$ cat config.mk
export PLATFORM = sky130hd
export DESIGN_NAME = boxds_queue
export DESIGN_NICKNAME = d
export VERILOG_FILES = /design/src/sv/boxds_pkg.sv /design/src/sv/boxds_queue.sv
export SDC_FILE = /design/constraint.sdc
export NUM_CORES = 1
export LEC_CHECK = 0
export ABC_AREA = 0
export BUFFER_PORTS_ARGS = -buffer_cell sky130_fd_sc_hd__buf_2
export CORE_ASPECT_RATIO = 0.9
export CORE_MARGIN = 2
export CORE_UTILIZATION = 43
export DETAILED_ROUTE_END_ITERATION = 8
export PLACE_DENSITY = 0.79
export SLEW_MARGIN = 10
export SYNTH_ARGS = -nofsm -noshare
export SYNTH_HDL_FRONTEND = slang
export SYNTH_SLANG_ARGS = --single-unit
export TNS_END_PERCENT = 5
$ cat constraint.sdc
create_clock -name clk_i -period 1.5 [get_ports clk_i]
set_clock_uncertainty 0.2 [all_clocks]
set_input_delay 0.15 -clock clk_i [delete_from_list [all_inputs] [get_ports clk_i]]
set_output_delay 0.15 -clock clk_i [all_outputs]
set_load 0.05 [all_outputs]
$ cat src/sv/boxds_pkg.sv
// Shared types, constants and width helpers for the box-average downscaler.
// No dependencies; every other file of the block imports this package.
`default_nettype none

package boxds_pkg;

  // Default values of the top-level parameters.
  localparam int unsigned DEF_MAX_WIDTH  = 2048;
  localparam int unsigned DEF_MAX_FACTOR = 16;
  localparam int unsigned DEF_CHANNELS   = 4;

  // Fixed payload and register geometry.
  localparam int unsigned NUM_CH        = 4;
  localparam int unsigned SAMPLE_W      = 8;
  localparam int unsigned COORD_W       = 10;
  localparam int unsigned CFG_DATA_W    = 12;
  localparam int unsigned CFG_IDX_W     = 2;
  localparam int unsigned FACTOR_REG_W  = 5;
  localparam int unsigned CHAN_W        = 3;
  localparam int unsigned HEIGHT_W      = 12;
  localparam int unsigned HEIGHT_LIMIT  = 2048;
  localparam int unsigned ROW_W         = 11;
  localparam int unsigned QUEUE_DEPTH   = 2;

  // The divider produces one quotient bit per step.
  localparam int unsigned QUOT_W   = SAMPLE_W;
  localparam int unsigned STEP_W   = 3;
  localparam logic [STEP_W-1:0] STEP_MAX = STEP_W'(QUOT_W - 1);

  // Register values after reset.
  localparam int unsigned RST_WIDTH    = 640;
  localparam int unsigned RST_HEIGHT   = 480;
  localparam int unsigned RST_FACTOR   = 2;
  localparam int unsigned RST_CHANNELS = 4;

  // Configuration register indexes.
  typedef enum logic [CFG_IDX_W-1:0] {
    REG_WIDTH    = 2'd0,
    REG_HEIGHT   = 2'd1,
    REG_FACTOR   = 2'd2,
    REG_CHANNELS = 2'd3
  } cfg_reg_e;

  // Back-end sequencer states.
  typedef enum logic [1:0] {
    BK_IDLE,
    BK_DIV,
    BK_DONE
  } back_state_e;

  // One incoming pixel.
  typedef struct packed {
    logic [SAMPLE_W-1:0] pixel_ch0;
    logic [SAMPLE_W-1:0] pixel_ch1;
    logic [SAMPLE_W-1:0] pixel_ch2;
    logic [SAMPLE_W-1:0] pixel_ch3;
  } pixel_t;

  // One downscaled output pixel.
  typedef struct packed {
    logic [SAMPLE_W-1:0] out_ch0;
    logic [SAMPLE_W-1:0] out_ch1;
    logic [SAMPLE_W-1:0] out_ch2;
    logic [SAMPLE_W-1:0] out_ch3;
    logic [COORD_W-1:0]  out_x;
    logic [COORD_W-1:0]  out_y;
    logic                last_of_frame;
  } result_t;

  // Width of one channel's block sum for a given largest factor.
  function automatic int unsigned sum_w(input int unsigned max_factor);
    return $clog2(max_factor * max_factor * 255 + 1);
  endfunction

  // Width of one queue entry: four block sums, coordinates and the frame flag.
  function automatic int unsigned entry_w(input int unsigned max_factor);
    return NUM_CH * sum_w(max_factor) + 2 * COORD_W + 1;
  endfunction

endpackage

`default_nettype wire

$ cat src/sv/boxds_queue.sv
// Small register FIFO that decouples the accumulating front from the divider.
// Depends on boxds_pkg only through the common import convention.
`default_nettype none

module boxds_queue #(
  parameter int unsigned DATA_W = 8,
  parameter int unsigned DEPTH  = 2
) (
  input  logic              clk_i,
  input  logic              rst_ni,
  input  logic              push_i,
  input  logic [DATA_W-1:0] push_data_i,
  output logic              full_o,
  input  logic              pop_i,
  output logic [DATA_W-1:0] pop_data_o,
  output logic              empty_o
);
  import boxds_pkg::*;

  localparam int unsigned PW    = $clog2(DEPTH);
  localparam int unsigned CNT_W = $clog2(DEPTH + 1);

  logic [DATA_W-1:0] entry_q [DEPTH];
  logic [PW-1:0]     wr_ptr_q, wr_ptr_d;
  logic [PW-1:0]     rd_ptr_q, rd_ptr_d;
  logic [CNT_W-1:0]  count_q, count_d;

  // Fill status.
  assign full_o     = (count_q == CNT_W'(DEPTH));
  assign empty_o    = (count_q == '0);
  assign pop_data_o = entry_q[rd_ptr_q];

  // Pointer and count updates.
  always_comb begin
    wr_ptr_d = wr_ptr_q;
    rd_ptr_d = rd_ptr_q;
    count_d  = count_q;
    if (push_i) begin
      wr_ptr_d = (wr_ptr_q == PW'(DEPTH - 1)) ? '0 : wr_ptr_q + PW'(1);
    end
    if (pop_i) begin
      rd_ptr_d = (rd_ptr_q == PW'(DEPTH - 1)) ? '0 : rd_ptr_q + PW'(1);
    end
    if (push_i && !pop_i) begin
      count_d = count_q + CNT_W'(1);
    end else if (!push_i && pop_i) begin
      count_d = count_q - CNT_W'(1);
    end
  end

  always_ff @(posedge clk_i or negedge rst_ni) begin
    if (!rst_ni) begin
      wr_ptr_q <= '0;
      rd_ptr_q <= '0;
      count_q  <= '0;
    end else begin
      wr_ptr_q <= wr_ptr_d;
      rd_ptr_q <= rd_ptr_d;
      count_q  <= count_d;
    end
  end

  // Entry storage needs no reset.
  always_ff @(posedge clk_i) begin
    if (push_i) begin
      entry_q[wr_ptr_q] <= push_data_i;
    end
  end

  // The front must hold off while the queue is full, the back while it is empty.
  assert property (@(posedge clk_i) disable iff (!rst_ni) push_i |-> !full_o)
    else $error("queue pushed while full");
  assert property (@(posedge clk_i) disable iff (!rst_ni) pop_i |-> !empty_o)
    else $error("queue popped while empty");

endmodule

`default_nettype wire

# After elaboration in Yosys (flattened, before gate mapping)

Memory sizes are Yosys's and may differ from the RTL's.
Index checks and enable logic that the tools add are counted.

Register bits: 4
Bits in writable memories: 16
Input port bits: 12
Logic and storage cells: 21
Memories: 1

Add/subtract/negate cells: 4
Eq/ne operators: 1
Multiplexer cells: 6
Reductions and logical operators: 6

Memories:

| memory  | words | width | read ports | clocked after Yosys merged registers in | wr ports | line              | RTL |
|---|---|---|---|---|---|---|---|
| entry_q | 2     | 8     | 1          | 0                                       | 1        | boxds_queue.sv:23 | `logic [DATA_W-1:0] entry_q [DEPTH];` |

Operators by type and width:

| kind                                                                | count |
|---|---|
| 1-bit two-way mux                                                   | 4 |
| 2-bit two-way mux                                                   | 2 |
| 1-bit adder (second input constant)                                 | 2 |
| 2-bit by 1-bit adder with 2-bit output (second input constant)      | 1 |
| 2-bit == test (second input constant)                               | 1 |
| 1-bit logical AND                                                   | 2 |
| 1-bit logical NOT                                                   | 2 |
| 2-bit logical NOT                                                   | 1 |
| 2-bit nonzero test                                                  | 1 |
| 2-bit by 1-bit subtractor with 2-bit output (second input constant) | 1 |

# Depth between registers and ports, before layout

Depth after elaboration: 4
Depth in mapped cells: 5
Gate-level depth less buffers: 5

# Least setup slack after synthesis

OpenSTA, ideal clock, no wires.

Path kind: flip-flop to output port
Start point: register count_q[0]
End point: output port empty_o
Arrival: 1.055 ns
Setup slack: 0.095 ns
Cell stages (with the launch flop): 2
Cell sequence: dfrtp_1 -> nor2_1

Cells in the longest elaborated chain, start to end: 1

Ends and longest elaborated chain:

| element                | line              | RTL |
|---|---|---|
| from (decl)            | boxds_queue.sv:26 | `logic [CNT_W-1:0] count_q, count_d;` |
| from (signal assigned) | boxds_queue.sv:59 | `count_q <= count_d;` |
| 2-bit logical NOT      | boxds_queue.sv:30 | `assign empty_o = (count_q == '0);` |
| to (decl)              | boxds_queue.sv:16 | `output logic empty_o` |

No other way between the ends.

# Worst setup path in the final report

Start point: register rd_ptr_q
End point: output port pop_data_o[0]

Cells in the longest elaborated chain, start to end: 1

Ends and longest elaborated chain:

| element                | line              | RTL |
|---|---|---|
| from (decl)            | boxds_queue.sv:25 | `logic [PW-1:0] rd_ptr_q, rd_ptr_d;` |
| from (signal assigned) | boxds_queue.sv:58 | `rd_ptr_q <= rd_ptr_d;` |
| memory read 2 x 8 bit  | --                |  |
| to (decl)              | boxds_queue.sv:15 | `output logic [DATA_W-1:0] pop_data_o,` |

No other way between the ends.

==> results.toml <==
[grt]
grt_pass1_wl_mm = 2.014
grt_pass1_vias = 493
grt_max_degree = 13
antenna_found_initial = 0
grt_util_all_layers_pct = 13.18
grt_overflow = 0

[floorplan]
io_pins = 22
fp.dieArea_mm2 = 0.002148
initial_core_util_pct = 45.83
die_h_um = 44.17
design.core.area_mm2 = 0.001682
core.rowCount = 14
fp.dieW_um = 48.63

[clocking]
cts.clk_slew.worst_paths_ns = 0.11
clockBufferDepth = 2
cts_tree = "yes"
numCtsBuffers = 3
clk_latency_ns = 0.29
htreeDepth = 1
cts.sinks = 20
cts_root_buf = "clkbuf_4"

[detailed_routing]
dr.first_iter.drc_count = 5
ant_nets = 0
drt-pass1-iter-count = 4
drt_wl_total_mm = 1.196
viasPerCell = 4.358
vias = 462
wire_per_inst_um = 11.28
drc = 0

[setup_path]
reg2regPathDepth = 1
r2r_start = "wr_ptr_q$_DFFE_PN0P_"
r2r-end = "entry_q[1][2]$_DFFE_PP_"
start_kind = "flip-flop"
arrival_ns = 1.30
critical_path_class = "reg2out"
ff2ff_setup_slack_ns = 0.21
cp_max_fo = 3
required_ns = 1.15
startpoint = "rd_ptr_q$_DFFE_PN0P_"
end_kind = "primary output"

[pwr]
peakVddDrop_uv = 1233
power.density_mw_per_mm2 = 2040
p_leak_nw = 0.4812
report.power.total_mw = 2.383

[logic_synthesis]
synthDistinctLibCells = 12
synth_top_area_share_pct = 62.34
syn_area_per_cell_um2 = 18.80
yosys_register_bits = 20
yosysTopAreaCell = "edfxtp_1"
netlist_instances = 41
yosysWarnings = 0
synth.area.top_cells = "edfxtp_1 62%, dfrtp_1 13%, mux2_2 12%"
synth_fp_nets = 54
syn_area_um2 = 770.7
seq_area_frac_synth_pct = 75.32

[flow_run]
max_cap_viol_count = 0

[placed_design]
port_buffers = 21
gp_congestion = 0.6523
dp_hpwl_um = 782.8

[timing]
post-route-period-util_pct = 109.8
max-slew-margin-rel_pct = 74.65
fin_crit_ns = 1.648
slew_viol_final = 0
fmax_mhz = 607.0
rsz0062_at_grt = "yes"
worst_slew_pin_slew_ns = 0.3802
setup_viol = 8
layout_setup_ws_ns = -0.1475
hold_viol = 0
whs_ns = 0.2948

[cells_and_area]
drive_gt1_share_pct = 48.78
areaGrowthSynthToFinish_pct = 51.62
insertedDiodeCount = 0
fin_nets = 96

[outcome]
violations = "negative setup slack"
status = "complete, but fails checks"

[worst_hold_path]
hold_path_depth = 1
hp-class = "reg2reg"
min_to = "wr_ptr_q$_DFFE_PN0P_"
worstHoldStart = "wr_ptr_q$_DFFE_PN0P_"
cell type report:
type                       instances  area (um2)
tap                               24       30.03
inverter                           1       3.754
fill                             125       513.0
clock inverter                     1       30.03
timing repair buffer              38       325.3
clock buffer                       3       22.52
multi-input combinational         19       175.2
sequential                        20       581.8
cells in the mapped netlist:
cell	count
dfrtp_1	4
and2_1	1
inv_1	1
mux2_2	8
xor2_1	4
and2b_2	1
ha_1	1
nor2b_1	1
edfxtp_1	16
nor2_1	2
buf_6	1
xnor2_1	1
metrics by stage:
| stage | area, um2 | instances | utilization [%] | setup TNS, ns | setup WS (ns) |
|---|---|---|---|---|---|
| 6_report | 1169 | 106 | 69.49 | -1.129 | -0.1475 |
| 5_1_grt | 1169 | 106 | 69.49 | -1.582 | -0.2014 |
| 4_1_cts | 1159 | 106 | 68.90 | -1.221 | -0.1601 |
| 3_5_place_dp | 902.1 | 86 | 53.65 | -0.004240 | -0.004240 |
| 3_3_place_gp | 902.1 | 86 | 53.65 | 0 | 0.01218 |
| 2_1_floorplan | 770.7 | 41 | - | 0 | 0.09491 |
critical path, cell delays in order (launching register included):
cell and delay (ns):
dfrtp_2 0.39, buf_4 0.12, mux2_2 0.34, buf_6 0.15
registers in the layout (all words and copies together) (netlist names):
name / cells
count_q: 2
entry_q: 16
rd_ptr_q: 1
wr_ptr_q: 1
per-layer routing:
layer | GRT usage, % | share of wire [%]
met4 | 3.429 | 0.50
met2 | 24.38 | 53
met3 | 5.068 | 4.7
met1 | 14.48 | 42
met5 | 0 | 0
kinds of logic (layout without fill, tap and decap cells):
kind of cell               count (synthesis)  after routing  synth area share (%)
DFF                                       20             20                 75.33
muxes                                      8              8                 11.69
and+or+nand+nor                            5              5                 3.735
adders and majority gates                  1              1                 1.623
xor gates and xnor gates                   5              5                 5.682
buffers and inverters                      2             43                 1.947
power breakdown:
group	leakage [nW]	internal (mW)	switching, mW
logic	0.258	0.484	0.651
clock network	0.0279	0.270	0.153
registers	0.196	0.757	0.0684
worst max path at each step:
| stage | slack [ns] | endpoint | cells past startpoint |
|---|---|---|---|
| finish | -0.15 | pop_data_o[0] | 3 |
| global route | -0.20 | pop_data_o[5] | 3 |
| CTS | -0.16 | pop_data_o[1] | 3 |
| detailed placement | -0.004 | pop_data_o[0] | 2 |
| global placement | 0.01 | pop_data_o[0] | 2 |
| floorplan | 0.09 | empty_o | 1 |
layout by cell type, fill, tap and decap left out, drive strengths merged:
cell,instances
buf,25
edfxtp,16
dlygate4sd3,12
mux2,8
xor2,4
clkbuf,4
dfrtp,4
nor2,2
inv,1
and2b,1
and2,1
nor2b,1
xnor2,1
ha,1
bufinv,1
timing repair:
item | in CTS | in global routing
endpoints found under the setup margin | 9 | 11
hold buffers | 12 | 0
resized for setup | 20 | 3
setup buffers | 4 | 0
endpoints found under the hold margin | 22 | 0
No activity file was read; power rests on OpenSTA's default activity.
