## src/sv/boxds_pkg.sv

```systemverilog
// Shared types, constants and width helpers for the box-average downscaler.
// No dependencies; every other file of the block imports this package.
`default_nettype none

package boxds_pkg;

  // Default values of the top-level parameters.
  localparam int unsigned DEF_MAX_WIDTH  = 2048;
  localparam int unsigned DEF_MAX_FACTOR = 16;
  localparam int unsigned DEF_CHANNELS   = 4;

  // Fixed payload and register geometry.
  localparam int unsigned NUM_CH        = 4;
  localparam int unsigned SAMPLE_W      = 8;
  localparam int unsigned COORD_W       = 10;
  localparam int unsigned CFG_DATA_W    = 12;
  localparam int unsigned CFG_IDX_W     = 2;
  localparam int unsigned FACTOR_REG_W  = 5;
  localparam int unsigned CHAN_W        = 3;
  localparam int unsigned HEIGHT_W      = 12;
  localparam int unsigned HEIGHT_LIMIT  = 2048;
  localparam int unsigned ROW_W         = 11;
  localparam int unsigned QUEUE_DEPTH   = 2;

  // The divider produces one quotient bit per step.
  localparam int unsigned QUOT_W   = SAMPLE_W;
  localparam int unsigned STEP_W   = 3;
  localparam logic [STEP_W-1:0] STEP_MAX = STEP_W'(QUOT_W - 1);

  // Register values after reset.
  localparam int unsigned RST_WIDTH    = 640;
  localparam int unsigned RST_HEIGHT   = 480;
  localparam int unsigned RST_FACTOR   = 2;
  localparam int unsigned RST_CHANNELS = 4;

  // Configuration register indexes.
  typedef enum logic [CFG_IDX_W-1:0] {
    REG_WIDTH    = 2'd0,
    REG_HEIGHT   = 2'd1,
    REG_FACTOR   = 2'd2,
    REG_CHANNELS = 2'd3
  } cfg_reg_e;

  // Back-end sequencer states.
  typedef enum logic [1:0] {
    BK_IDLE,
    BK_DIV,
    BK_DONE
  } back_state_e;

  // One incoming pixel.
  typedef struct packed {
    logic [SAMPLE_W-1:0] pixel_ch0;
    logic [SAMPLE_W-1:0] pixel_ch1;
    logic [SAMPLE_W-1:0] pixel_ch2;
    logic [SAMPLE_W-1:0] pixel_ch3;
  } pixel_t;

  // One downscaled output pixel.
  typedef struct packed {
    logic [SAMPLE_W-1:0] out_ch0;
    logic [SAMPLE_W-1:0] out_ch1;
    logic [SAMPLE_W-1:0] out_ch2;
    logic [SAMPLE_W-1:0] out_ch3;
    logic [COORD_W-1:0]  out_x;
    logic [COORD_W-1:0]  out_y;
    logic                last_of_frame;
  } result_t;

  // Width of one channel's block sum for a given largest factor.
  function automatic int unsigned sum_w(input int unsigned max_factor);
    return $clog2(max_factor * max_factor * 255 + 1);
  endfunction

  // Width of one queue entry: four block sums, coordinates and the frame flag.
  function automatic int unsigned entry_w(input int unsigned max_factor);
    return NUM_CH * sum_w(max_factor) + 2 * COORD_W + 1;
  endfunction

endpackage

`default_nettype wire

```

## src/sv/boxds_back.sv

```systemverilog
// Back end: divides each block sum by f*f one quotient bit per cycle and
// holds the result in the output register. Depends on boxds_pkg.
`default_nettype none

module boxds_back #(
  parameter int unsigned MAX_FACTOR = boxds_pkg::DEF_MAX_FACTOR
) (
  input  logic                                         clk_i,
  input  logic                                         rst_ni,
  input  logic [$clog2(MAX_FACTOR*MAX_FACTOR+1)-1:0]   fsq_i,
  input  logic                                         q_empty_i,
  output logic                                         q_pop_o,
  input  logic [boxds_pkg::entry_w(MAX_FACTOR)-1:0]    q_data_i,
  output logic                                         out_valid_o,
  input  logic                                         out_stall_i,
  output boxds_pkg::result_t                           out_data_o
);
  import boxds_pkg::*;

  localparam int unsigned SW = sum_w(MAX_FACTOR);

  back_state_e         state_q, state_d;
  logic [STEP_W-1:0]   step_q;
  logic                out_valid_q;
  logic [SW-1:0]       rem_q  [NUM_CH];
  logic [QUOT_W-1:0]   quot_q [NUM_CH];
  logic [COORD_W-1:0]  x_q, y_q;
  logic                last_q;
  result_t             out_q;

  logic                div_step, out_load, out_free;
  logic [SW-1:0]       dvs;
  logic [SW-1:0]       dsh;
  logic [NUM_CH-1:0]   ge;

  assign out_free = !out_valid_q || !out_stall_i;

  // Next state.
  always_comb begin
    state_d = state_q;
    case (state_q)
      BK_IDLE: if (!q_empty_i) state_d = BK_DIV;
      BK_DIV:  if (step_q == '0) state_d = BK_DONE;
      BK_DONE: if (out_free) state_d = BK_IDLE;
      default: state_d = BK_IDLE;
    endcase
  end

  // Sequencer outputs.
  always_comb begin
    q_pop_o  = 1'b0;
    div_step = 1'b0;
    out_load = 1'b0;
    case (state_q)
      BK_IDLE: q_pop_o  = !q_empty_i;
      BK_DIV:  div_step = 1'b1;
      BK_DONE: out_load = out_free;
      default: ;
    endcase
  end

  // Restoring divide step: compare against the divisor shifted to this bit.
  always_comb begin
    dvs = SW'(fsq_i);
    dsh = dvs << step_q;
    for (int k = 0; k < NUM_CH; k++) begin
      ge[k] = (rem_q[k] >= dsh);
    end
  end

  always_ff @(posedge clk_i or negedge rst_ni) begin
    if (!rst_ni) begin
      state_q     <= BK_IDLE;
      step_q      <= '0;
      out_valid_q <= 1'b0;
    end else begin
      state_q <= state_d;
      if (q_pop_o) begin
        step_q <= STEP_MAX;
      end else if (div_step && step_q != '0) begin
        step_q <= step_q - STEP_W'(1);
      end
      if (out_load) begin
        out_valid_q <= 1'b1;
      end else if (!out_stall_i) begin
        out_valid_q <= 1'b0;
      end
    end
  end

  // Divider datapath and output register.
  always_ff @(posedge clk_i) begin
    if (q_pop_o) begin
      for (int k = 0; k < NUM_CH; k++) begin
        rem_q[k]  <= q_data_i[2*COORD_W + 1 + k*SW +: SW];
        quot_q[k] <= '0;
      end
      x_q    <= q_data_i[2*COORD_W:COORD_W+1];
      y_q    <= q_data_i[COORD_W:1];
      last_q <= q_data_i[0];
    end else if (div_step) begin
      for (int k = 0; k < NUM_CH; k++) begin
        if (ge[k]) begin
          rem_q[k]         <= rem_q[k] - dsh;
          quot_q[k][step_q] <= 1'b1;
        end
      end
    end
    if (out_load) begin
      out_q.out_ch0       <= quot_q[0];
      out_q.out_ch1       <= quot_q[1];
      out_q.out_ch2       <= quot_q[2];
      out_q.out_ch3       <= quot_q[3];
      out_q.out_x         <= x_q;
      out_q.out_y         <= y_q;
      out_q.last_of_frame <= last_q;
    end
  end

  assign out_valid_o = out_valid_q;
  assign out_data_o  = out_q;

  // A popped entry always starts a full-length division.
  assert property (@(posedge clk_i) disable iff (!rst_ni)
    q_pop_o |=> (state_q == BK_DIV) && (step_q == STEP_MAX))
    else $error("division did not start from the top quotient bit");
  // After the last step every remainder lies below the divisor.
  assert property (@(posedge clk_i) disable iff (!rst_ni)
    (state_q == BK_DONE) |-> (rem_q[0] < dvs) && (rem_q[1] < dvs) &&
                             (rem_q[2] < dvs) && (rem_q[3] < dvs))
    else $error("remainder not below divisor after division");

endmodule

`default_nettype wire

```

## config.mk

```make
export PLATFORM = sky130hd
export DESIGN_NAME = boxds_back
export DESIGN_NICKNAME = d
export VERILOG_FILES = /design/src/sv/boxds_pkg.sv /design/src/sv/boxds_back.sv
export SDC_FILE = /design/constraint.sdc
export NUM_CORES = 1
export LEC_CHECK = 0
export BUFFER_PORTS_ARGS = -buffer_cell sky130_fd_sc_hd__clkbuf_2
export CELL_PAD_IN_SITES_DETAIL_PLACEMENT = 1
export CELL_PAD_IN_SITES_GLOBAL_PLACEMENT = 2
export CORE_MARGIN = 8
export CORE_UTILIZATION = 31
export CTS_CLUSTER_SIZE = 12
export DETAILED_ROUTE_END_ITERATION = 10
export PLACE_DENSITY = 0.77
export SYNTH_ARGS = -nofsm -noshare
export SYNTH_HDL_FRONTEND = slang
export SYNTH_SLANG_ARGS = --single-unit
```

## constraint.sdc

```tcl
create_clock -name clk_i -period 10.4 [get_ports clk_i]
set_input_delay 1.56 -clock clk_i [delete_from_list [all_inputs] [get_ports clk_i]]
set_output_delay 1.56 -clock clk_i [all_outputs]
set_load 0.01 [all_outputs]
```

After elaboration in Yosys (flattened, before gate mapping)
Memory sizes are Yosys's and may differ from the RTL's. A register that Yosys moved wholly into a read port is not among the register bits. Cells that the tools add are included.

Bits in registers: 48. RAM bits: 96. Memories: 2.

Add/subtract/negate cells: 5. Magnitude comparators: 6. Equality and inequality tests: 6. Shift operators: 1. Mux-type cells: 71. Bitwise logic cells: 36. Reduce and logical (&&, ||, !) cells: 11.

Memory list: rem_q (words 4, width 16, read ports 4, clocked after memory_dff 0, write ports 4, RTL line boxds_back.sv:25) `logic [SW-1:0] rem_q [NUM_CH];`; quot_q (words 4, width 8, read ports 4, clocked after memory_dff 4, write ports 4, RTL line boxds_back.sv:26) `logic [QUOT_W-1:0] quot_q [NUM_CH];`.

Operator list (count): $ge 16x16->1 (4); $mux 16 (4); $sub 16x16->16 (4); $mux 1 (56); $or 1x1->1 (36); $mux 8 (4); $shl 9x3->16 (1); $mux 2 (3); $mux 3 (2); $ne 2x2->1 const B (3); $pmux 2 s3 (1); $lt 3x4->1 const B (1); $demux 1 s3 (1); $ge 3x1->1 const B (1); $logic_not 1->1 (3); $logic_not 3->1 (1); $reduce_and 3->1 (1); $reduce_bool 3->1 (1); $sub 3x1->3 const B (1); $eq 2x1->1 const B (1); $eq 2x2->1 const B (1); $logic_and 1x1->1 (2); $logic_not 2->1 (1); $ne 2x1->1 const B (1); other kinds (2) (2).

Depth between registers and ports, before layout
Gate-level depths: netlist (run 1).

Depth after elaboration: 7. Depth in mapped cells: 16.

Worst setup path after synthesis (run 1)
No wires, ideal clock.

Path type: input to register. From: input out_stall_i. To: register out_q, in the netlist out_data_o[0] (enable). Library setup time: 481 ps. Arrival: 4166 ps. Data required time: 9919 ps. Path slack: 5752 ps. Stages: 1. Buffers on the path: 0. Cells stage by stage: a21oi_1.

Longest elaborated chain between the ends: 3.

Ends and longest elaborated chain: start: declaration (RTL line boxds_back.sv:15) `input logic out_stall_i,`; $logic_not 1->1; $logic_or 1x1->1 (RTL line boxds_back.sv:36) `assign out_free = !out_valid_q || !out_stall_i;`; $mux 1 (RTL line boxds_back.sv:54) `case (state_q)`; end: declaration (RTL line boxds_back.sv:29) `result_t out_q;`.

Every way passes these cells. A chain may end at the register's enable or synchronous reset.

==> out/summary.txt, run 1 <==
post_cts resized: 0
hold wc startpoint: x_q[2]$_DFFE_PP_
Max Transition Viols Final: 0
Post-Syn Nets: 1107
clk buf depth: 2
Setup crit start kind: primary input
fraction of registers with async set/reset: 3.41%
met1 Use GR: 21.1%
largest area contributor in the netlist: edfxtp_1
via count: 7914
Clock Sinks: 176
Iter 0 DRT Violations: 472
routed vias/inst: 5.15
FF-to-FF setup slack: 5330 ps
Die Span Y: 198 um
initial antenna violation count: 1
Initial Util: 31.4%
register area share after synthesis: 49.1%
endpoints failing setup: 0
fillcell total: 3710
yosys warns: 0
post-synth cell types: 79
setup total negative slack: 0 ps
Tmin final: 5250 ps
crit path DAT: 5270 ps
die width: 198 um
clock transition at the registers of the reported paths: 70 ps
Worst Tran Pin Value: 1100 ps
EDFF count, synth: 146
cts hold-fix bufs: 0
max_slew headroom: 26.8%
grt ovf: 0
CTS tree: yes
WL/cell: 20.2 um
Layout area overhead: 17.9%
Worst R2R Path Depth: 10
gr busiest metal: met2
Hold Path Class: reg -> reg
final hold vios: 0
crit-path most repeated cell: nand2_1
Final GP Congestion: 0.853
outcome: complete, no violations
Synth top area share: 42.9%
Hold Path Depth: 0
Post-Syn Area: 10200 um^2
Synth Flop Type: edfxtp_1
CTS Root Cell: clkbuf_16
crit path kind: in -> reg
Cell Chain, Critical Path: clkbuf_2, mux2_2, nand2_1, o21ai_0, o21ai_0, ha_1, a21oi_1, o21ai_1, a211oi_2, a21oi_1, nand2_1, nand2_1
final WL: 31.1 mm
final core utilization: 37.0%
synth cell count leaders: edfxtp_1, nand2_1, o21ai_0
f_max: 191 MHz
skew final: 11.5 ps
Antenna Violating Nets Remaining: 0
total iterations of the first detailed-routing run: 5
CP required: 10420 ps
pin count of the biggest net entering global routing: 40
slowest cell on the critical path: o21ai_0
RSZ-0062 raised after global routing: false
RR Endpoint: rem_q[2][5]$_DFFE_PP_
Setup crit start: fsq_i[8]
cell with the most instances after synthesis: edfxtp_1
Seq cells post-synth: 176
Final #Nets: 1250
DRC viols: 0
I/O Buffers: 152
Crit Path Max Fanout: 16
row count: 66
Mean Syn Cell Area: 10.9 um^2
Post-CTS Setup Repair Bufs: 0
Worst setup EP type: flip-flop
M3 GR Usage: 3.36%
H-tree depth: 4
clock buffer count from CTS: 17
layout cells sized above 1: 22.5%
met2 GRT Util: 25.2%
vias in the first global route: 8325
# Max-Cap Violations: 0
first-pass GRT wire length: 47.7 mm
top post-synthesis cells by area: edfxtp_1, ha_1, dfxtp_1
Die ar.: 39000 um^2
Tot GR Track Use: 15.8%
final worst path period share: 50.5%
Cells after Synth: 939
slowest stage delay, CP: 850 ps
Core Area: 32500 um^2
I/O pin cnt: 153
worst skew pair latency: 450 ps
Final HPWL DP: 23.9 mm
CP endpoint: rem_q[2][5]$_DFFE_PP_
RR Startpoint: step_q[0]$_DFFE_PN0P_
logic make-up after synthesis:
logic type	synth area share (%)
adder cells (fa/ha/maj)	8.87
XOR/XNOR	2.92
multiplexers	6.49
AND/OR/NAND/NOR	13.3
flip-flops	49.1
AO/OA/AOI/OAI	16.5
buffers and inverters	2.87
sequential cells by signal, indices dropped and copies added (netlist names):
register	flops
x_q	10
out_data_o	53
out_valid_o	1
quot_q	32
y_q	10
last_q	1
step_q	3
rem_q	64
state_q	2
critical path, delay by kind of cell:
kind | cells | cell delay, ps
AO/OA/AOI/OAI | 6 | 1730
AND/OR/NAND/NOR | 3 | 1140
adder cells (fa/ha/maj) | 1 | 440
multiplexers | 1 | 270
buffers and inverters | 1 | 110
layout make-up:
cell class	instances	area [um^2]	area share (%)
diodes	1	2.50	0.0208
clock buffers	17	425	3.53
clock inverters	15	175	1.45
inverters	36	135	1.12
multi-input cells	693	4930	40.9
flip-flops and latches	176	5010	41.6
well taps	442	553	4.59
repair buffers	158	806	6.69
cells in the final DEF (no fill, tap or decap), types with 29 or more instances in the layout:
cell      Yosys  final
nor3_1       29     29
ha_1         66     66
nor2_1       68     68
clkbuf_2      2    152
edfxtp_1    146    146
o21ai_0      73     73
inv_1        35     35
mux2_2       33     33
nand2_1      83     83
a21oi_1      48     47
how the worst min path moves through the flow:
stage,endpoint,slack [ps]
global route,out_data_o[11]$_DFFE_PP_,430
floorplan,out_data_o[0]$_DFFE_PP_,400
detailed placement,out_data_o[8]$_DFFE_PP_,410
finish,out_data_o[13]$_DFFE_PP_,420
global placement,out_data_o[0]$_DFFE_PP_,400
CTS,out_data_o[13]$_DFFE_PP_,420
per-stage QoR:
stage / cell area [um^2] / std cells / hold slack (ps) / setup slack (ps)
floorplan: 10200 / 939 / 400 / 5750
global placement: 11400 / 1505 / 401 / 4770
detailed placement: 11400 / 1505 / 406 / 4620
CTS: 12000 / 1537 / 421 / 5100
global route: 12000 / 1538 / 428 / 4810
finish: 12000 / 1538 / 418 / 5150
per-layer routing:
layer / up-vias / part of all wire, %
li1: 3840 / -
met1: 3868 / 48
met3: 31 / 5.0
met4: 0 / 1.7
met5: - / 0
met2: 175 / 45
Power of run 1 is not shown: default switching activity piles up to over one toggle a cycle in this logic, so the estimate is an artifact.
==> inputs of run 2 (changes only) <==
--- a/config.mk
+++ b/config.mk
@@ -12,7 +12,7 @@
 export CORE_UTILIZATION = 31
 export CTS_CLUSTER_SIZE = 12
 export DETAILED_ROUTE_END_ITERATION = 10
-export PLACE_DENSITY = 0.77
+export PLACE_DENSITY = 0.8
 export SYNTH_ARGS = -nofsm -noshare
 export SYNTH_HDL_FRONTEND = slang
 export SYNTH_SLANG_ARGS = --single-unit
==> constraint.sdc (replaced) <==
create_clock -name clk_i -period 4.6 [get_ports clk_i]
set_input_delay 0.69 -clock clk_i [delete_from_list [all_inputs] [get_ports clk_i]]
set_output_delay 0.69 -clock clk_i [all_outputs]
set_load 0.01 [all_outputs]
==> run 2 against run 1 <==
Hold slack got worse by 340 ps. Register-to-register slack worse by 4800 ps. Die area is the same. First-iteration DRC count is 4.2% lower. Routed wire length down 0.61%. Flip-flop and latch count unchanged. Setup slack worse by 4600 ps. Cell count grew 1.9%. Clock skew increased by 8.0 ps. Cell area increased by 1.9%. Sequential share of layout area is 0.79 points lower. Via count grew 1.2%. Critical path type is now reg -> reg. Critical endpoint is now rem_q[1][0]$_DFFE_PP_. Largest cell class unchanged. Highest routed layer is now met5.
==> out/summary.txt, run 2 (synthesis results as in run 1) <==
I/O pin cnt: 153 (unchanged)
vias in the first global route: 8316 (-0.11%)
via count: 8006 (+1.2%)
final worst path period share: 88.6%
clock transition at the registers of the reported paths: 90 ps (+20 ps)
crit-path most repeated cell: buf_4
CTS Root Cell: clkbuf_16
Hold WS: 81.4 ps (-337 ps)
Hold Path Class: in -> async
Iter 0 DRT Violations: 452 (-4.2%)
Clock Sinks: 176 (unchanged)
Setup crit start kind: flip-flop
layout cells sized above 1: 24.4% (+2.0 points)
total iterations of the first detailed-routing run: 5 (unchanged)
worst skew pair latency: 440 ps (about the same)
die width: 198 um (unchanged)
slowest cell on the critical path: dfrtp_1
grt ovf: 0 (unchanged)
Tot GR Track Use: 15.7% (-0.070 points)
H-tree depth: 4 (unchanged)
Final #Nets: 1280 (+2.4%)
Die ar.: 39000 um^2 (unchanged)
final WL: 30.9 mm (-0.61%)
most frequent cells in the layout: clkbuf_2, edfxtp_1, nand2_1, o21ai_0, nor2_1
clk buf depth: 2 (unchanged)
Antenna Violating Nets Remaining: 0 (unchanged)
outcome: complete, no violations
crit path DAT: 4250 ps (-1020 ps)
post_cts resized: 0 (unchanged)
slowest stage delay, CP: 540 ps (-310 ps)
CP required: 4780 ps (-5640 ps)
Die Span Y: 198 um (unchanged)
Cell Chain, Critical Path: buf_4, mux2_2, mux2i_1, nand2_1, o21ai_0, buf_4, ha_1, a211oi_1, o21ai_0, a311oi_1, a211o_1, nand2_1, buf_4
Final GP Congestion: 0.837 (-1.8%)
Final HPWL DP: 23.9 mm (about the same)
clock buffer count from CTS: 17 (unchanged)
RSZ-0062 raised after global routing: false
Initial Util: 31.4% (unchanged)
commonest non-fill, non-tap cell in the layout: clkbuf_2
final hold vios: 0 (unchanged)
max reg flops: 64 (unchanged)
pin count of the biggest net entering global routing: 41 (+2.5%)
endpoints failing setup: 0 (unchanged)
first-pass GRT wire length: 47.7 mm (about the same)
max_slew headroom: 18.9% (-7.9 points)
final std cells w/o fill: 1567 (+1.9%)
setup total negative slack: 0 ps (unchanged)
cts hold-fix bufs: 0 (unchanged)
row count: 66 (unchanged)
Post-CTS Setup Repair Bufs: 0 (unchanged)
Tmin final: 4070 ps
Core Area: 32500 um^2 (unchanged)
fillcell total: 3744 (+0.92%)
crit path buf inv count: 3 (+2)
CTS tree: yes
crit-path leading delay family: compound AO/OA/AOI/OAI gates
# Max-Cap Violations: 0 (unchanged)
Layout area overhead: 20.2%
DRC viols: 0 (unchanged)
routed vias/inst: 5.11 (-0.71%)
I/O Buffers: 152 (unchanged)
initial antenna violation count: 1 (unchanged)
crit path kind: reg -> reg
largest register by flop count: rem_q
skew final: 19.5 ps (+8.04 ps)
WL/cell: 19.7 um (-2.5%)
ANT cells: 0 (-1)
Max Transition Viols Final: 0 (unchanged)
Crit Path Max Fanout: 14 (-2)
Worst setup EP type: flip-flop
Worst Tran Pin Value: 1210 ps (+116 ps)
f_max: 245 MHz
placed cells: 1535 (+2.0%)
## run 2: changes by cell type in the layout (fill, tap and decap cells not counted), sizes merged
| cell | delta |
|---|---|
| buf | +30 |
| clkbuf | +1 |
| clkinv | -1 |
| diode | -1 |
## run 2: worst paths after layout
path                                       start                 endpoint  slack (ps)  cells after the start
max in group asynchronous                 rst_ni   state_q[0]$_DFFE_PN0P_        4320                      1
max                        step_q[1]$_DFFE_PN0P_    rem_q[1][0]$_DFFE_PP_         530                     13
min in group clk_i              y_q[8]$_DFFE_PP_  out_data_o[9]$_DFFE_PP_         420                      0
min                                       rst_ni   state_q[1]$_DFFE_PN0P_          80                      1
max reg2reg                step_q[1]$_DFFE_PN0P_    rem_q[1][0]$_DFFE_PP_         530                     13
min reg2reg                     y_q[8]$_DFFE_PP_  out_data_o[9]$_DFFE_PP_         420                      0
## run 2: worst reg2reg max path, cell delays in order, from the launching register on
cell	delay (ps)
dfrtp_1	540
buf_4	260
mux2_2	360
mux2i_1	240
nand2_1	90
o21ai_0	100
buf_4	220
ha_1	310
a211oi_1	210
o21ai_0	190
a311oi_1	370
a211o_1	500
nand2_1	170
buf_4	250
## run 2: layer usage
metal / track usage [%] / vias up / wire, um
met5: 0 / - / 13
met4: 4.89 / 2 / 674
met3: 3.54 / 33 / 1590
met2: 24.9 / 184 / 13900
met1: 21.0 / 3872 / 14700
li1: - / 3915 / -
## run 2: final cells by class
class                      instances  area, um^2  area share (%)
sequential                       176        5010            40.9
inverter                          36         135            1.10
clock inverter                    14         158            1.28
tap                              442         553            4.51
clock buffer                      18         429            3.50
multi-input combinational        693        4930            40.2
timing repair buffer             188        1060            8.60
## run 2: through the flow
| stage | setup slack (ps) | util [%] | cell area (um^2) |
|---|---|---|---|
| 2_1_floorplan | 822 | - | 10200 |
| 3_3_place_gp | 617 | 35.9 | 11700 |
| 3_5_place_dp | 585 | 35.9 | 11700 |
| 4_1_cts | 556 | 37.7 | 12300 |
| 5_1_grt | 252 | 37.7 | 12300 |
| 6_report | 526 | 37.7 | 12300 |
Power of run 2 is left out for the same reason.
